===== config.mk =====
export PLATFORM = sky130hd
export DESIGN_NAME = first_fit_page_run_allocator
export DESIGN_NICKNAME = d
export VERILOG_FILES = /design/src/sv/ffpa_pkg.sv /design/src/sv/ffpa_dp.sv /design/src/sv/ffpa_ctrl.sv /design/src/sv/first_fit_page_run_allocator.sv
export SDC_FILE = /design/constraint.sdc
export NUM_CORES = 2
export LEC_CHECK = 0
export ABC_AREA = 1
export BUFFER_PORTS_ARGS = -buffer_cell sky130_fd_sc_hd__clkbuf_2
export CORE_MARGIN = 2
export CORE_UTILIZATION = 63
export CTS_CLUSTER_DIAMETER = 80
export DETAILED_ROUTE_END_ITERATION = 6
export PLACE_DENSITY = 0.84
export SLEW_MARGIN = 20
export SYNTH_ARGS = -nofsm -noshare
export SYNTH_HDL_FRONTEND = slang
export SYNTH_SLANG_ARGS = --single-unit

===== constraint.sdc =====
create_clock -name clk -period 40.6 [get_ports clk]
set_input_delay 2.03 -clock clk [delete_from_list [all_inputs] [get_ports clk]]
set_output_delay 2.03 -clock clk [all_outputs]
set_load 0.03 [all_outputs]

===== src/sv/ffpa_pkg.sv =====
// Shared constants and controller/datapath interface types for the page run allocator.
package ffpa_pkg;

	localparam int PAGE_TOTAL = 1024;
	localparam int ADDR_W     = $clog2(PAGE_TOTAL);
	localparam int PTR_W      = ADDR_W + 1;
	localparam int CNT_W      = 11;
	localparam int START_W    = 10;
	localparam int SUM_W      = ((PTR_W > CNT_W) ? PTR_W : CNT_W) + 1;

	localparam logic OP_ALLOC   = 1'b0;
	localparam logic OP_FREE    = 1'b1;
	localparam logic ST_OK      = 1'b0;
	localparam logic ST_NO_ROOM = 1'b1;

	typedef struct packed {
		logic load;
		logic clear_wr;
		logic scan;
		logic mark_wr;
		logic free_wr;
		logic load_out;
	} ffpa_cmd_t;

	typedef struct packed {
		logic is_free;
		logic free_empty;
		logic alloc_bad;
		logic clear_last;
		logic hit;
		logic miss;
		logic ptr_last;
	} ffpa_sts_t;

endpackage


===== src/sv/ffpa_dp.sv =====
// Datapath: page map memory, page pointer, run counter and result registers.
module ffpa_dp (
	input  logic                          clk,
	input  logic                          arst_n,
	input  logic                          operation,
	input  logic [ffpa_pkg::CNT_W-1:0]    page_count,
	input  logic [ffpa_pkg::START_W-1:0]  start_page,
	input  ffpa_pkg::ffpa_cmd_t           cmd,
	output ffpa_pkg::ffpa_sts_t           sts,
	output logic                          status,
	output logic [ffpa_pkg::START_W-1:0]  run_start
);
	import ffpa_pkg::*;

	localparam logic [SUM_W-1:0] TOTAL_EXT = SUM_W'(PAGE_TOTAL);

	logic                page_map_q [PAGE_TOTAL];
	logic [PTR_W-1:0]    ptr_q;
	logic [PTR_W-1:0]    end_q;
	logic [PTR_W-1:0]    run_q;
	logic [PTR_W-1:0]    res_start_q;
	logic [CNT_W-1:0]    count_q;
	logic                res_fail_q;
	logic                status_q;
	logic [START_W-1:0]  run_start_q;
	logic                rd_vld_s1;
	logic                rd_data_s1;
	logic [ADDR_W-1:0]   rd_page_s1;

	logic [SUM_W-1:0]    first_ext;
	logic [SUM_W-1:0]    sum_ext;
	logic [SUM_W-1:0]    end_clip;
	logic [PTR_W-1:0]    count_p;
	logic [PTR_W-1:0]    run_inc;
	logic [PTR_W-1:0]    page_next;
	logic [PTR_W-1:0]    hit_start;
	logic                alloc_bad;
	logic                issue_ok;
	logic                hit;
	logic                miss;
	logic                wr_en;
	logic                wr_data;

	always_comb begin
		first_ext = SUM_W'(start_page);
		sum_ext   = first_ext + SUM_W'(page_count);
		end_clip  = (sum_ext > TOTAL_EXT) ? TOTAL_EXT : sum_ext;
		alloc_bad = (page_count == '0) || (SUM_W'(page_count) > TOTAL_EXT);
		count_p   = PTR_W'(count_q);
		run_inc   = run_q + PTR_W'(1);
		page_next = PTR_W'(rd_page_s1) + PTR_W'(1);
		hit_start = page_next - count_p;
		issue_ok  = ptr_q < PTR_W'(PAGE_TOTAL);
		hit       = rd_vld_s1 && !rd_data_s1 && (run_inc == count_p);
		miss      = rd_vld_s1 && !hit && (rd_page_s1 == ADDR_W'(PAGE_TOTAL - 1));
		wr_en     = cmd.clear_wr || cmd.free_wr || cmd.mark_wr;
		wr_data   = cmd.mark_wr;

		sts.is_free    = (operation == OP_FREE);
		sts.free_empty = first_ext >= end_clip;
		sts.alloc_bad  = alloc_bad;
		sts.clear_last = (ptr_q == PTR_W'(PAGE_TOTAL - 1));
		sts.hit        = hit;
		sts.miss       = miss;
		sts.ptr_last   = ((ptr_q + PTR_W'(1)) == end_q);
	end

	// One write and one registered read per cycle, both at the page pointer.
	always_ff @(posedge clk) begin
		if (wr_en) begin
			page_map_q[ptr_q[ADDR_W-1:0]] <= wr_data;
		end
		rd_data_s1 <= page_map_q[ptr_q[ADDR_W-1:0]];
	end

	always_ff @(posedge clk or negedge arst_n) begin
		if (!arst_n) begin
			ptr_q     <= '0;
			rd_vld_s1 <= 1'b0;
		end else begin
			if (cmd.load) begin
				ptr_q <= (operation == OP_FREE) ? PTR_W'(first_ext) : '0;
			end else if (hit) begin
				// rewind to the start of the found run for marking
				ptr_q <= hit_start;
			end else if (wr_en || (cmd.scan && issue_ok)) begin
				ptr_q <= ptr_q + PTR_W'(1);
			end
			rd_vld_s1 <= cmd.scan && issue_ok && !hit;
		end
	end

	always_ff @(posedge clk) begin
		rd_page_s1 <= ptr_q[ADDR_W-1:0];
		if (cmd.load) begin
			count_q     <= page_count;
			end_q       <= PTR_W'(end_clip);
			run_q       <= '0;
			res_fail_q  <= (operation == OP_ALLOC) && alloc_bad;
			res_start_q <= '0;
		end else begin
			if (rd_vld_s1) begin
				run_q <= rd_data_s1 ? '0 : run_inc;
			end
			if (hit) begin
				end_q       <= page_next;
				res_start_q <= hit_start;
			end
			if (miss) begin
				res_fail_q <= 1'b1;
			end
		end
		if (cmd.load_out) begin
			status_q    <= res_fail_q ? ST_NO_ROOM : ST_OK;
			run_start_q <= START_W'(res_start_q);
		end
	end

	assign status    = status_q;
	assign run_start = run_start_q;

endmodule


===== src/sv/ffpa_ctrl.sv =====
// Controller: sequences clearing, scan, mark, free and result hand-off.
module ffpa_ctrl (
	input  logic                 clk,
	input  logic                 arst_n,
	input  logic                 in_valid,
	output logic                 in_ready,
	output logic                 out_valid,
	input  logic                 out_ready,
	input  ffpa_pkg::ffpa_sts_t  sts,
	output ffpa_pkg::ffpa_cmd_t  cmd
);
	import ffpa_pkg::*;

	localparam logic [2:0] S_CLEAR = 3'd0;
	localparam logic [2:0] S_IDLE  = 3'd1;
	localparam logic [2:0] S_SCAN  = 3'd2;
	localparam logic [2:0] S_MARK  = 3'd3;
	localparam logic [2:0] S_FREE  = 3'd4;
	localparam logic [2:0] S_RESP  = 3'd5;

	logic [2:0] state_q;
	logic [2:0] state_d;
	logic       out_valid_q;

	always_comb begin
		cmd      = '0;
		state_d  = state_q;
		in_ready = (state_q == S_IDLE);
		case (state_q)
			S_CLEAR: begin
				cmd.clear_wr = 1'b1;
				if (sts.clear_last) begin
					state_d = S_IDLE;
				end
			end
			S_IDLE: begin
				if (in_valid) begin
					cmd.load = 1'b1;
					if (sts.is_free) begin
						state_d = sts.free_empty ? S_RESP : S_FREE;
					end else begin
						state_d = sts.alloc_bad ? S_RESP : S_SCAN;
					end
				end
			end
			S_SCAN: begin
				cmd.scan = 1'b1;
				if (sts.hit) begin
					state_d = S_MARK;
				end else if (sts.miss) begin
					state_d = S_RESP;
				end
			end
			S_MARK: begin
				cmd.mark_wr = 1'b1;
				if (sts.ptr_last) begin
					state_d = S_RESP;
				end
			end
			S_FREE: begin
				cmd.free_wr = 1'b1;
				if (sts.ptr_last) begin
					state_d = S_RESP;
				end
			end
			S_RESP: begin
				// hold until the output register is empty or being drained
				if (!out_valid_q || out_ready) begin
					cmd.load_out = 1'b1;
					state_d      = S_IDLE;
				end
			end
			default: begin
				state_d = S_IDLE;
			end
		endcase
	end

	always_ff @(posedge clk or negedge arst_n) begin
		if (!arst_n) begin
			state_q     <= S_CLEAR;
			out_valid_q <= 1'b0;
		end else begin
			state_q <= state_d;
			if (cmd.load_out) begin
				out_valid_q <= 1'b1;
			end else if (out_ready) begin
				out_valid_q <= 1'b0;
			end
		end
	end

	assign out_valid = out_valid_q;

endmodule


===== src/sv/first_fit_page_run_allocator.sv =====
// First-fit page run allocator: top level joining controller and datapath.
//
// Input channel (in_valid/in_ready): operation, page_count, start_page.
// Allocate (operation 0) finds the lowest start page whose run of page_count
// pages is all free, marks it used and returns status ok with run_start.
// Free (operation 1) clears start_page .. start_page+page_count-1, clipped at
// the last page, and returns status ok with run_start zero.
// Output channel (out_valid/out_ready): status, run_start, one item per input.
// After reset the page map is cleared one page a cycle, all 1024 pages,
// during which in_ready stays low. One item is handled at a time, with a
// one-bit memory port doing one page per cycle. An allocate that finds its
// run at page p scans p + count pages and then marks count pages; a failing
// allocate scans all 1024 pages; a free clears count pages, count clipped at
// the last page; a rejected count (zero or above 1024) goes straight to the
// result.
// The output register lets the next item be accepted while a result waits;
// if the receiver stalls, the block holds the following result, with
// in_ready low, until the register drains.
module first_fit_page_run_allocator (
	input  logic                          clk,
	input  logic                          arst_n,
	input  logic                          in_valid,
	output logic                          in_ready,
	input  logic                          operation,
	input  logic [ffpa_pkg::CNT_W-1:0]    page_count,
	input  logic [ffpa_pkg::START_W-1:0]  start_page,
	output logic                          out_valid,
	input  logic                          out_ready,
	output logic                          status,
	output logic [ffpa_pkg::START_W-1:0]  run_start
);
	import ffpa_pkg::*;

	ffpa_cmd_t cmd;
	ffpa_sts_t sts;

	ffpa_ctrl u_ctrl (
		.clk       (clk),
		.arst_n    (arst_n),
		.in_valid  (in_valid),
		.in_ready  (in_ready),
		.out_valid (out_valid),
		.out_ready (out_ready),
		.sts       (sts),
		.cmd       (cmd)
	);

	ffpa_dp u_dp (
		.clk        (clk),
		.arst_n     (arst_n),
		.operation  (operation),
		.page_count (page_count),
		.start_page (start_page),
		.cmd        (cmd),
		.sts        (sts),
		.status     (status),
		.run_start  (run_start)
	);

`ifndef SYNTHESIS
	a_fail_zero_start: assert property (@(posedge clk) disable iff (!arst_n)
		out_valid && (status == ST_NO_ROOM) |-> (run_start == '0))
		else $error("failed allocate returned a nonzero run_start");

	a_busy_after_accept: assert property (@(posedge clk) disable iff (!arst_n)
		in_valid && in_ready |=> !in_ready)
		else $error("block accepted a second item while busy");

	a_one_map_op: assert property (@(posedge clk) disable iff (!arst_n)
		$onehot0({cmd.clear_wr, cmd.free_wr, cmd.mark_wr, cmd.scan}))
		else $error("more than one page map operation in a cycle");

	a_hit_miss_excl: assert property (@(posedge clk) disable iff (!arst_n)
		!(sts.hit && sts.miss))
		else $error("scan reported hit and miss together");

	a_no_overwrite: assert property (@(posedge clk) disable iff (!arst_n)
		cmd.load_out |-> (!out_valid || out_ready))
		else $error("result loaded over an undelivered item");
`endif

endmodule

# Yosys cells after proc, flatten, opt, wreduce, memory -nomap -nowiden
# Memory sizes are Yosys's and may differ from the RTL's. A register that Yosys moved wholly into a read port is not among the register bits.
# Index checks and enable logic that the tools add are counted.
[totals]
register_bits = 81
ramBits = 1024
inputBits = 26
out_inout_bits = 13
elab_cells = 93
mem_count = 1
[classes]
addsub = 5
n_lt_le_gt_ge = 4
eq_ne = 14
n_mux = 33
bitwise_logic = 1
reduce_logical = 23
[memory_table]
columns = ["name", "words", "width", "rd", "rd_ports_with_merged_regs", "write_ports", "line", "text"]
rows = [
  ["u_dp.page_map_q", 1024, 1, 1, 1, 1, "ffpa_dp.sv:17", "logic page_map_q [PAGE_TOTAL];"],
]
[op_table]
columns = ["cell", "count"]
rows = [
  ["two-way mux 11 bit", 6],
  ["two-way mux 3 bit", 8],
  ["adder 11 x 1 -> 11 bit, second input constant", 2],
  ["== test 11 bit", 2],
  ["two-way mux 1 bit", 16],
  ["case mux 3 bit (5 select lines)", 1],
  ["adder 10 x 11 -> 12 bit", 1],
  ["greater-or-equal comparator 10 x 12 -> 1 bit", 1],
  ["greater-than comparator 12 x 11 -> 1 bit, second input constant", 1],
  ["two-way mux 12 bit", 1],
  ["adder 10 x 1 -> 11 bit, second input constant", 1],
  ["== test 11 x 10 -> 1 bit, second input constant", 1],
  ["greater-than comparator 11 bit, second input constant", 1],
  ["zero test 11 bit", 1],
  ["less-than comparator 11 bit, second input constant", 1],
  ["subtractor 11 bit", 1],
  ["== test 10 bit, second input constant", 1],
  ["two-way mux 10 bit", 1],
  ["logical AND 1 bit", 7],
  ["== test 3 x 2 -> 1 bit, second input constant", 2],
  ["== test 3 bit, second input constant", 2],
  ["nonzero test 2 bit", 3],
  ["logical OR 1 bit", 5],
  ["AND reduction 5 bit", 1],
  ["9 further kinds", 13],
]

# Logic depth before layout (Yosys ltp)
[depth]
depth_word = 9
depth_mapped = 24
mapped_depth_nobuf = 23

# By module
# A second synthesis with hierarchy kept.
[hier_totals]
cells_unflattened = 5413
area_unflattened_um2 = 51241.6
[by_module_without_submodules]
columns = ["mod", "instances", "cells_per_inst", "area_per_inst_um2", "seq_area_each_um2"]
rows = [
  ["ffpa_dp", 1, 5347, 50835.0, 32711.4],
  ["ffpa_ctrl", 1, 66, 406.6, 100.1],
]

# Least setup slack after synthesis
# No wires, ideal clock.
[synth_path]
path_kind = "flip-flop to flip-flop"
startpoint = "register u_ctrl.state_q[2]"
endpoint = "memory u_dp.page_map_q[1000] (enable)"
setup_ps = 300
arrival_ps = 29538
t_required_ps = 40300
slack_ps = 10762
stages_incl_launch_ff = 9
period_less_slack_ps = 29838
cell_sequence = "dfrtp_1 -> inv_1 -> nand2_1 -> nor2_1 -> a21oi_1 -> nor2_1 -> nand2_1 -> clkbuf_1 -> nor2_1"
[synth_rtl]
columns = ["item", "line", "text"]
rows = [
  ["from (decl)", "ffpa_ctrl.sv:21", "logic [2:0] state_q;"],
  ["from (signal assigned)", "ffpa_ctrl.sv:84", "state_q <= state_d;"],
  ["to (decl)", "ffpa_dp.sv:17", ""],
]

# Worst setup path after layout
[layout_path]
startpoint = "register u_dp.ptr_q[0]"
endpoint = "memory u_dp.page_map_q[664] (enable)"
[layout_rtl]
columns = ["item", "line", "text"]
rows = [
  ["from (decl)", "ffpa_dp.sv:18", "logic [PTR_W-1:0] ptr_q;"],
  ["from (signal assigned)", "ffpa_dp.sv:82", "ptr_q <= (operation == OP_FREE) ? PTR_W'(first_ext) : '0;"],
  ["from (signal assigned)", "ffpa_dp.sv:85", "ptr_q <= hit_start;"],
  ["from (signal assigned)", "ffpa_dp.sv:87", "ptr_q <= ptr_q + PTR_W'(1);"],
]
# No word-level cell before the write port.

==> flow_summary.html <==
<table>
<tr><th>Metric</th><th>Value</th></tr>
<tr><th colspan="2">Routing</th></tr>
<tr><td>DR iter-0 viols</td><td>6,436</td></tr>
<tr><td>Antenna-violating nets left</td><td>0</td></tr>
<tr><td>First-pass iteration count of the detailed router</td><td>7</td></tr>
<tr><td>DRC Markers</td><td>11</td></tr>
<tr><td>Total Wirelength</td><td>140 mm</td></tr>
<tr><td>Post-DR wirelength/cell</td><td>between 20 and 25 um</td></tr>
<tr><td>Vias per cell</td><td>6.47</td></tr>
<tr><td>Vias</td><td>38.2k</td></tr>
<tr><th colspan="2">Outcome</th></tr>
<tr><td>Result of the run</td><td>finished, violations left</td></tr>
<tr><td>Violated checks</td><td>DRC</td></tr>
<tr><th colspan="2">Global routing</th></tr>
<tr><td>Via count of the first global-routing pass</td><td>35.8k</td></tr>
<tr><td>GR met3 Demand/Resource</td><td>0.0784</td></tr>
<tr><td>GRT Resource Usage Total</td><td>0.338</td></tr>
<tr><td>Wire length of the first global-routing pass</td><td>208 mm</td></tr>
<tr><td>Maximum number of pins on one net before global-route repair</td><td>341</td></tr>
<tr><td>Global Route met2 Usage</td><td>0.529</td></tr>
<tr><td>Antenna violations before repair</td><td>0</td></tr>
<tr><td>Met1 Use GR</td><td>0.436</td></tr>
<tr><td>Most Crowded Layer GR</td><td>met2</td></tr>
<tr><td>Total gr overflow</td><td>0</td></tr>
<tr><th colspan="2">Pwr</th></tr>
<tr><td>Worst ir drop on vdd</td><td>0.0713 mV</td></tr>
<tr><td>Total power</td><td>between 3 and 4 mW</td></tr>
<tr><td>Leakage power</td><td>17.8 nW</td></tr>
<tr><td>Power per cell area</td><td>62.8 nW/um2</td></tr>
<tr><th colspan="2">Critical path</th></tr>
<tr><td>Critical Path RT</td><td>approximately 40,000 ps</td></tr>
<tr><td>Critical path capture point type</td><td>register</td></tr>
<tr><td>CP bufs+invs</td><td>4</td></tr>
<tr><td>Largest incremental delay on the critical path</td><td>720 ps</td></tr>
<tr><td>Worst EP arrival</td><td>5050 ps</td></tr>
<tr><td>R2R setup slack</td><td>35,920 ps</td></tr>
<tr><td>Critical R2R Capture</td><td>u_dp.page_map_q[664]</td></tr>
<tr><td>CP max-delay cell</td><td>sky130_fd_sc_hd__buf_4</td></tr>
<tr><td>Depth of the most critical reg-to-reg path</td><td>8</td></tr>
<tr><td>R2r startpoint</td><td>u_dp.ptr_q[0]</td></tr>
<tr><td>Maximum fanout along the worst path</td><td>137</td></tr>
<tr><td>Largest delay contributor family on the critical path</td><td>buffers and inverters</td></tr>
<tr><td>Path type of the worst setup path</td><td>reg2reg</td></tr>
<tr><td>Launching element type of the critical path</td><td>register</td></tr>
<tr><td>Crit path cell chain</td><td>inv_8, buf_4, ha_1, inv_1, nor2_1, nand2_2, buf_4, nor2_1</td></tr>
<tr><th colspan="2">STA</th></tr>
<tr><td>Final Hold Viols</td><td>0</td></tr>
<tr><td>Number of setup violations in the final report</td><td>0</td></tr>
<tr><td>Worst-Margin Slew</td><td>1190 ps</td></tr>
<tr><td>Max frequency</td><td>214 MHz</td></tr>
<tr><td>Slew Limit Fails</td><td>0</td></tr>
<tr><td>Remaining max-slew budget at the tightest pin</td><td>0.205</td></tr>
<tr><td>Shortest period the worst path allows</td><td>4680 ps</td></tr>
<tr><td>Worst clock skew</td><td>around 35 ps</td></tr>
<tr><td>Post-route worst hold slack</td><td>421 ps</td></tr>
<tr><td>Setup repair after global routing missed its margin</td><td>no</td></tr>
<tr><td>Fin Setup TNS</td><td>0 ps</td></tr>
<tr><td>Period utilization</td><td>0.115</td></tr>
<tr><th colspan="2">Synth</th></tr>
<tr><td>Post-Syn Area</td><td>between 40,000 and 50,000 um2</td></tr>
<tr><td>Post-synth top flop</td><td>sky130_fd_sc_hd__edfxtp_1</td></tr>
<tr><td>Cell taking the most area after synthesis</td><td>sky130_fd_sc_hd__edfxtp_1</td></tr>
<tr><td>Top cells by instance count after synthesis</td><td>sky130_fd_sc_hd__nor2_1, sky130_fd_sc_hd__edfxtp_1, sky130_fd_sc_hd__o21ai_0, sky130_fd_sc_hd__nand2_1, sky130_fd_sc_hd__clkbuf_1</td></tr>
<tr><td>Count of flip-flops with a built-in enable after synthesis</td><td>1,058</td></tr>
<tr><td>Post-synthesis cell count</td><td>4,948</td></tr>
<tr><td>Yosys top cell area share</td><td>0.637</td></tr>
<tr><td>Dominant cell by count in the synthesized netlist</td><td>sky130_fd_sc_hd__nor2_1</td></tr>
<tr><td>Average instance area after synthesis</td><td>10.1 um2</td></tr>
<tr><td>Cells taking the most area after synthesis</td><td>sky130_fd_sc_hd__edfxtp_1, sky130_fd_sc_hd__nor2_1, sky130_fd_sc_hd__o21ai_0, sky130_fd_sc_hd__nand2_1, sky130_fd_sc_hd__o22ai_1</td></tr>
<tr><td>Count of yosys warnings during synthesis</td><td>0</td></tr>
<tr><td>Register area share after synthesis</td><td>0.658</td></tr>
<tr><td>Proportion of synthesized flip-flops having asynchronous set or reset</td><td>0.0145</td></tr>
<tr><td>Distinct cell type count after synthesis</td><td>45</td></tr>
<tr><td>Synth Net Count</td><td>5,011</td></tr>
<tr><td>Synthesized flop and latch total</td><td>1,106</td></tr>
<tr><th colspan="2">Placed design</th></tr>
<tr><td>HPWL Detailed</td><td>roughly 70 mm</td></tr>
<tr><td>Final weighted congestion of routability-driven global placement</td><td>0.905</td></tr>
<tr><td>Number of port buffers</td><td>38</td></tr>
<tr><th colspan="2">Clocking</th></tr>
<tr><td>Resized Gates After CTS</td><td>0</td></tr>
<tr><td>Quantity of hold-fixing buffers added after cts</td><td>0</td></tr>
<tr><td>Post-CTS setup repair buffer count</td><td>0</td></tr>
<tr><td>Clock Sink Count</td><td>1,106</td></tr>
<tr><td>Root cell of the clock tree</td><td>sky130_fd_sc_hd__clkbuf_16</td></tr>
<tr><td>Clock tree from TritonCTS</td><td>built</td></tr>
<tr><td>Buffers from clock root to sink, at most</td><td>3</td></tr>
<tr><td>CTS clk-pin slew, worst paths</td><td>60 ps</td></tr>
<tr><td>Worst skew pair latency</td><td>700 ps</td></tr>
<tr><td>Number of buffers created by CTS</td><td>108</td></tr>
<tr><td>Number of levels in the clock H-tree</td><td>3</td></tr>
<tr><th colspan="2">Run</th></tr>
<tr><td>Max capacitance violation total</td><td>0</td></tr>
<tr><th colspan="2">Die</th></tr>
<tr><td>Initial standard-cell utilization of the core</td><td>0.634</td></tr>
<tr><td>Number of cell rows</td><td>103</td></tr>
<tr><td>Boundary pin count</td><td>39</td></tr>
<tr><td>Die Area</td><td>81,400 um2</td></tr>
<tr><td>Die outline height</td><td>285 um</td></tr>
<tr><td>Floorplan Core Area</td><td>78,600 um2</td></tr>
<tr><td>Die W</td><td>285 um</td></tr>
<tr><th colspan="2">Worst hold path</th></tr>
<tr><td>Type of the worst min-delay path</td><td>reg2reg</td></tr>
<tr><td>Hold Path Stages</td><td>0</td></tr>
<tr><td>Endpoint with the worst hold slack</td><td>u_dp.status</td></tr>
<tr><td>Hold_sp</td><td>u_dp.res_fail_q</td></tr>
<tr><th colspan="2">Finish</th></tr>
<tr><td>Growth of design area from synthesis to finish</td><td>8.65%</td></tr>
<tr><td>Share of post-route cells with drive strength above 1</td><td>0.0733</td></tr>
<tr><td>FILL cells</td><td>5,441</td></tr>
<tr><td>Net total in the final layout</td><td>4,824</td></tr>
</table>
[flip-flops by register name, summed over array words and instances, names as in the netlist]
signal,cells
u_dp.ptr_q,11
u_ctrl.state_q,3
u_dp.count_p,11
u_dp.run_start,10
u_dp.page_map_q,1024
u_dp.run_q,11
u_dp.rd_vld_s1,1
u_dp.end_q,11
u_dp.rd_page_s1,10
u_dp.res_fail_q,1
u_dp.status,1
u_dp.rd_data_s1,1
u_ctrl.out_valid,1
u_dp.res_start_q,10
[routing by layer]
metal | vias to the layer above | routed length, um
met5 | - | 0
met4 | 0 | 9180
met3 | 654 | 20400
met2 | 2967 | 63800
met1 | 18000 | 47100
li1 | 16600 | -
[metrics by stage]
| step | setup WS [ps] | instance area, um2 | utilization | std cells |
|---|---|---|---|---|
| after detailed placement | 35290 | 50500 | 0.642 | 5700 |
| final | 35920 | 54200 | 0.689 | 5905 |
| after floorplan | 10760 | 49900 | - | 4948 |
| after CTS | 35980 | 54100 | 0.688 | 5903 |
| after global routing | 35510 | 54200 | 0.689 | 5904 |
| after global placement | 35300 | 50500 | 0.642 | 5700 |
[worst register-to-register path, cell delays in order, from the launching register on]
cell	delay, ps
sky130_fd_sc_hd__dfrtp_4	640
sky130_fd_sc_hd__inv_8	560
sky130_fd_sc_hd__buf_4	750
sky130_fd_sc_hd__ha_1	300
sky130_fd_sc_hd__inv_1	40
sky130_fd_sc_hd__nor2_1	700
sky130_fd_sc_hd__nand2_2	690
sky130_fd_sc_hd__buf_4	530
sky130_fd_sc_hd__nor2_1	170
[cell families after synthesis]
family / Yosys count / synth area share
AOI/OAI and AO/OA: 907 / 0.101
and+or+nand+nor: 2327 / 0.183
DFF: 1106 / 0.658
adders and majority gates: 37 / 0.00958
xor gates and xnor gates: 29 / 0.00509
buffers and inverters: 542 / 0.0432
[report_power, final]
| part | switching, mW | leakage [nW] | internal [mW] |
|---|---|---|---|
| combinational | 0.778 | 5.68 | 0.270 |
| clock | 0.434 | 1.78 | 0.597 |
| sequential | 0.0282 | 10.3 | 1.30 |
| total | 1.24 | 17.8 | 2.16 |
[cells in the final DEF, fill, tap and decap left out, types with 4 or more instances in the layout]
cell type	instances
sky130_fd_sc_hd__nor3_1	16
sky130_fd_sc_hd__or2_2	5
sky130_fd_sc_hd__inv_1	132
sky130_fd_sc_hd__xnor2_1	7
sky130_fd_sc_hd__o21ai_1	16
sky130_fd_sc_hd__nand3_1	83
sky130_fd_sc_hd__o21ai_2	6
sky130_fd_sc_hd__o21ai_0	558
sky130_fd_sc_hd__a22o_1	39
sky130_fd_sc_hd__nor2_2	4
sky130_fd_sc_hd__a21oi_1	26
sky130_fd_sc_hd__bufinv_16	15
sky130_fd_sc_hd__buf_12	5
sky130_fd_sc_hd__clkinv_2	28
sky130_fd_sc_hd__buf_4	59
sky130_fd_sc_hd__clkinvlp_4	5
sky130_fd_sc_hd__o22ai_1	250
sky130_fd_sc_hd__clkinv_1	24
sky130_fd_sc_hd__edfxtp_1	1058
sky130_fd_sc_hd__clkbuf_16	111
sky130_fd_sc_hd__nand4_1	47
sky130_fd_sc_hd__ha_1	35
sky130_fd_sc_hd__clkbuf_2	38
sky130_fd_sc_hd__nor2_1	1639
sky130_fd_sc_hd__xor2_1	22
sky130_fd_sc_hd__dfxtp_1	32
sky130_fd_sc_hd__clkbuf_1	15
sky130_fd_sc_hd__nor2_4	8
sky130_fd_sc_hd__nand2_2	45
sky130_fd_sc_hd__dfrtp_1	14
sky130_fd_sc_hd__nand2_1	462
sky130_fd_sc_hd__o21bai_1	4
sky130_fd_sc_hd__nand3b_1	4
[how the worst max path moves through the flow]
stage / from / to / slack [ps] / cells past startpoint
floorplan: u_ctrl.state_q[2] / u_dp.page_map_q[1000] / 10760 / 8
global placement: page_count[0] / u_ctrl.state_q[0] / 35300 / 23
detailed placement: start_page[0] / u_ctrl.state_q[0] / 35290 / 23
CTS: start_page[0] / u_ctrl.state_q[0] / 35980 / 23
global route: start_page[0] / u_ctrl.state_q[0] / 35510 / 23
finish: u_dp.ptr_q[0] / u_dp.page_map_q[664] / 35920 / 8
[area by class of cell]
type	count	area [um2]	area share
Sequential cell	1106	32800	0.606
Multi-Input combinational cell	3300	15100	0.278
Clock buffer	127	2850	0.0526
Clock inverter	76	792	0.0146
Inverter	139	534	0.00986
Tap cell	1050	1310	0.0242
Timing Repair Buffer	106	795	0.0147
Antenna cell	1	2.50	0.0000462
Note: power is estimated with default switching activity, not from simulation.
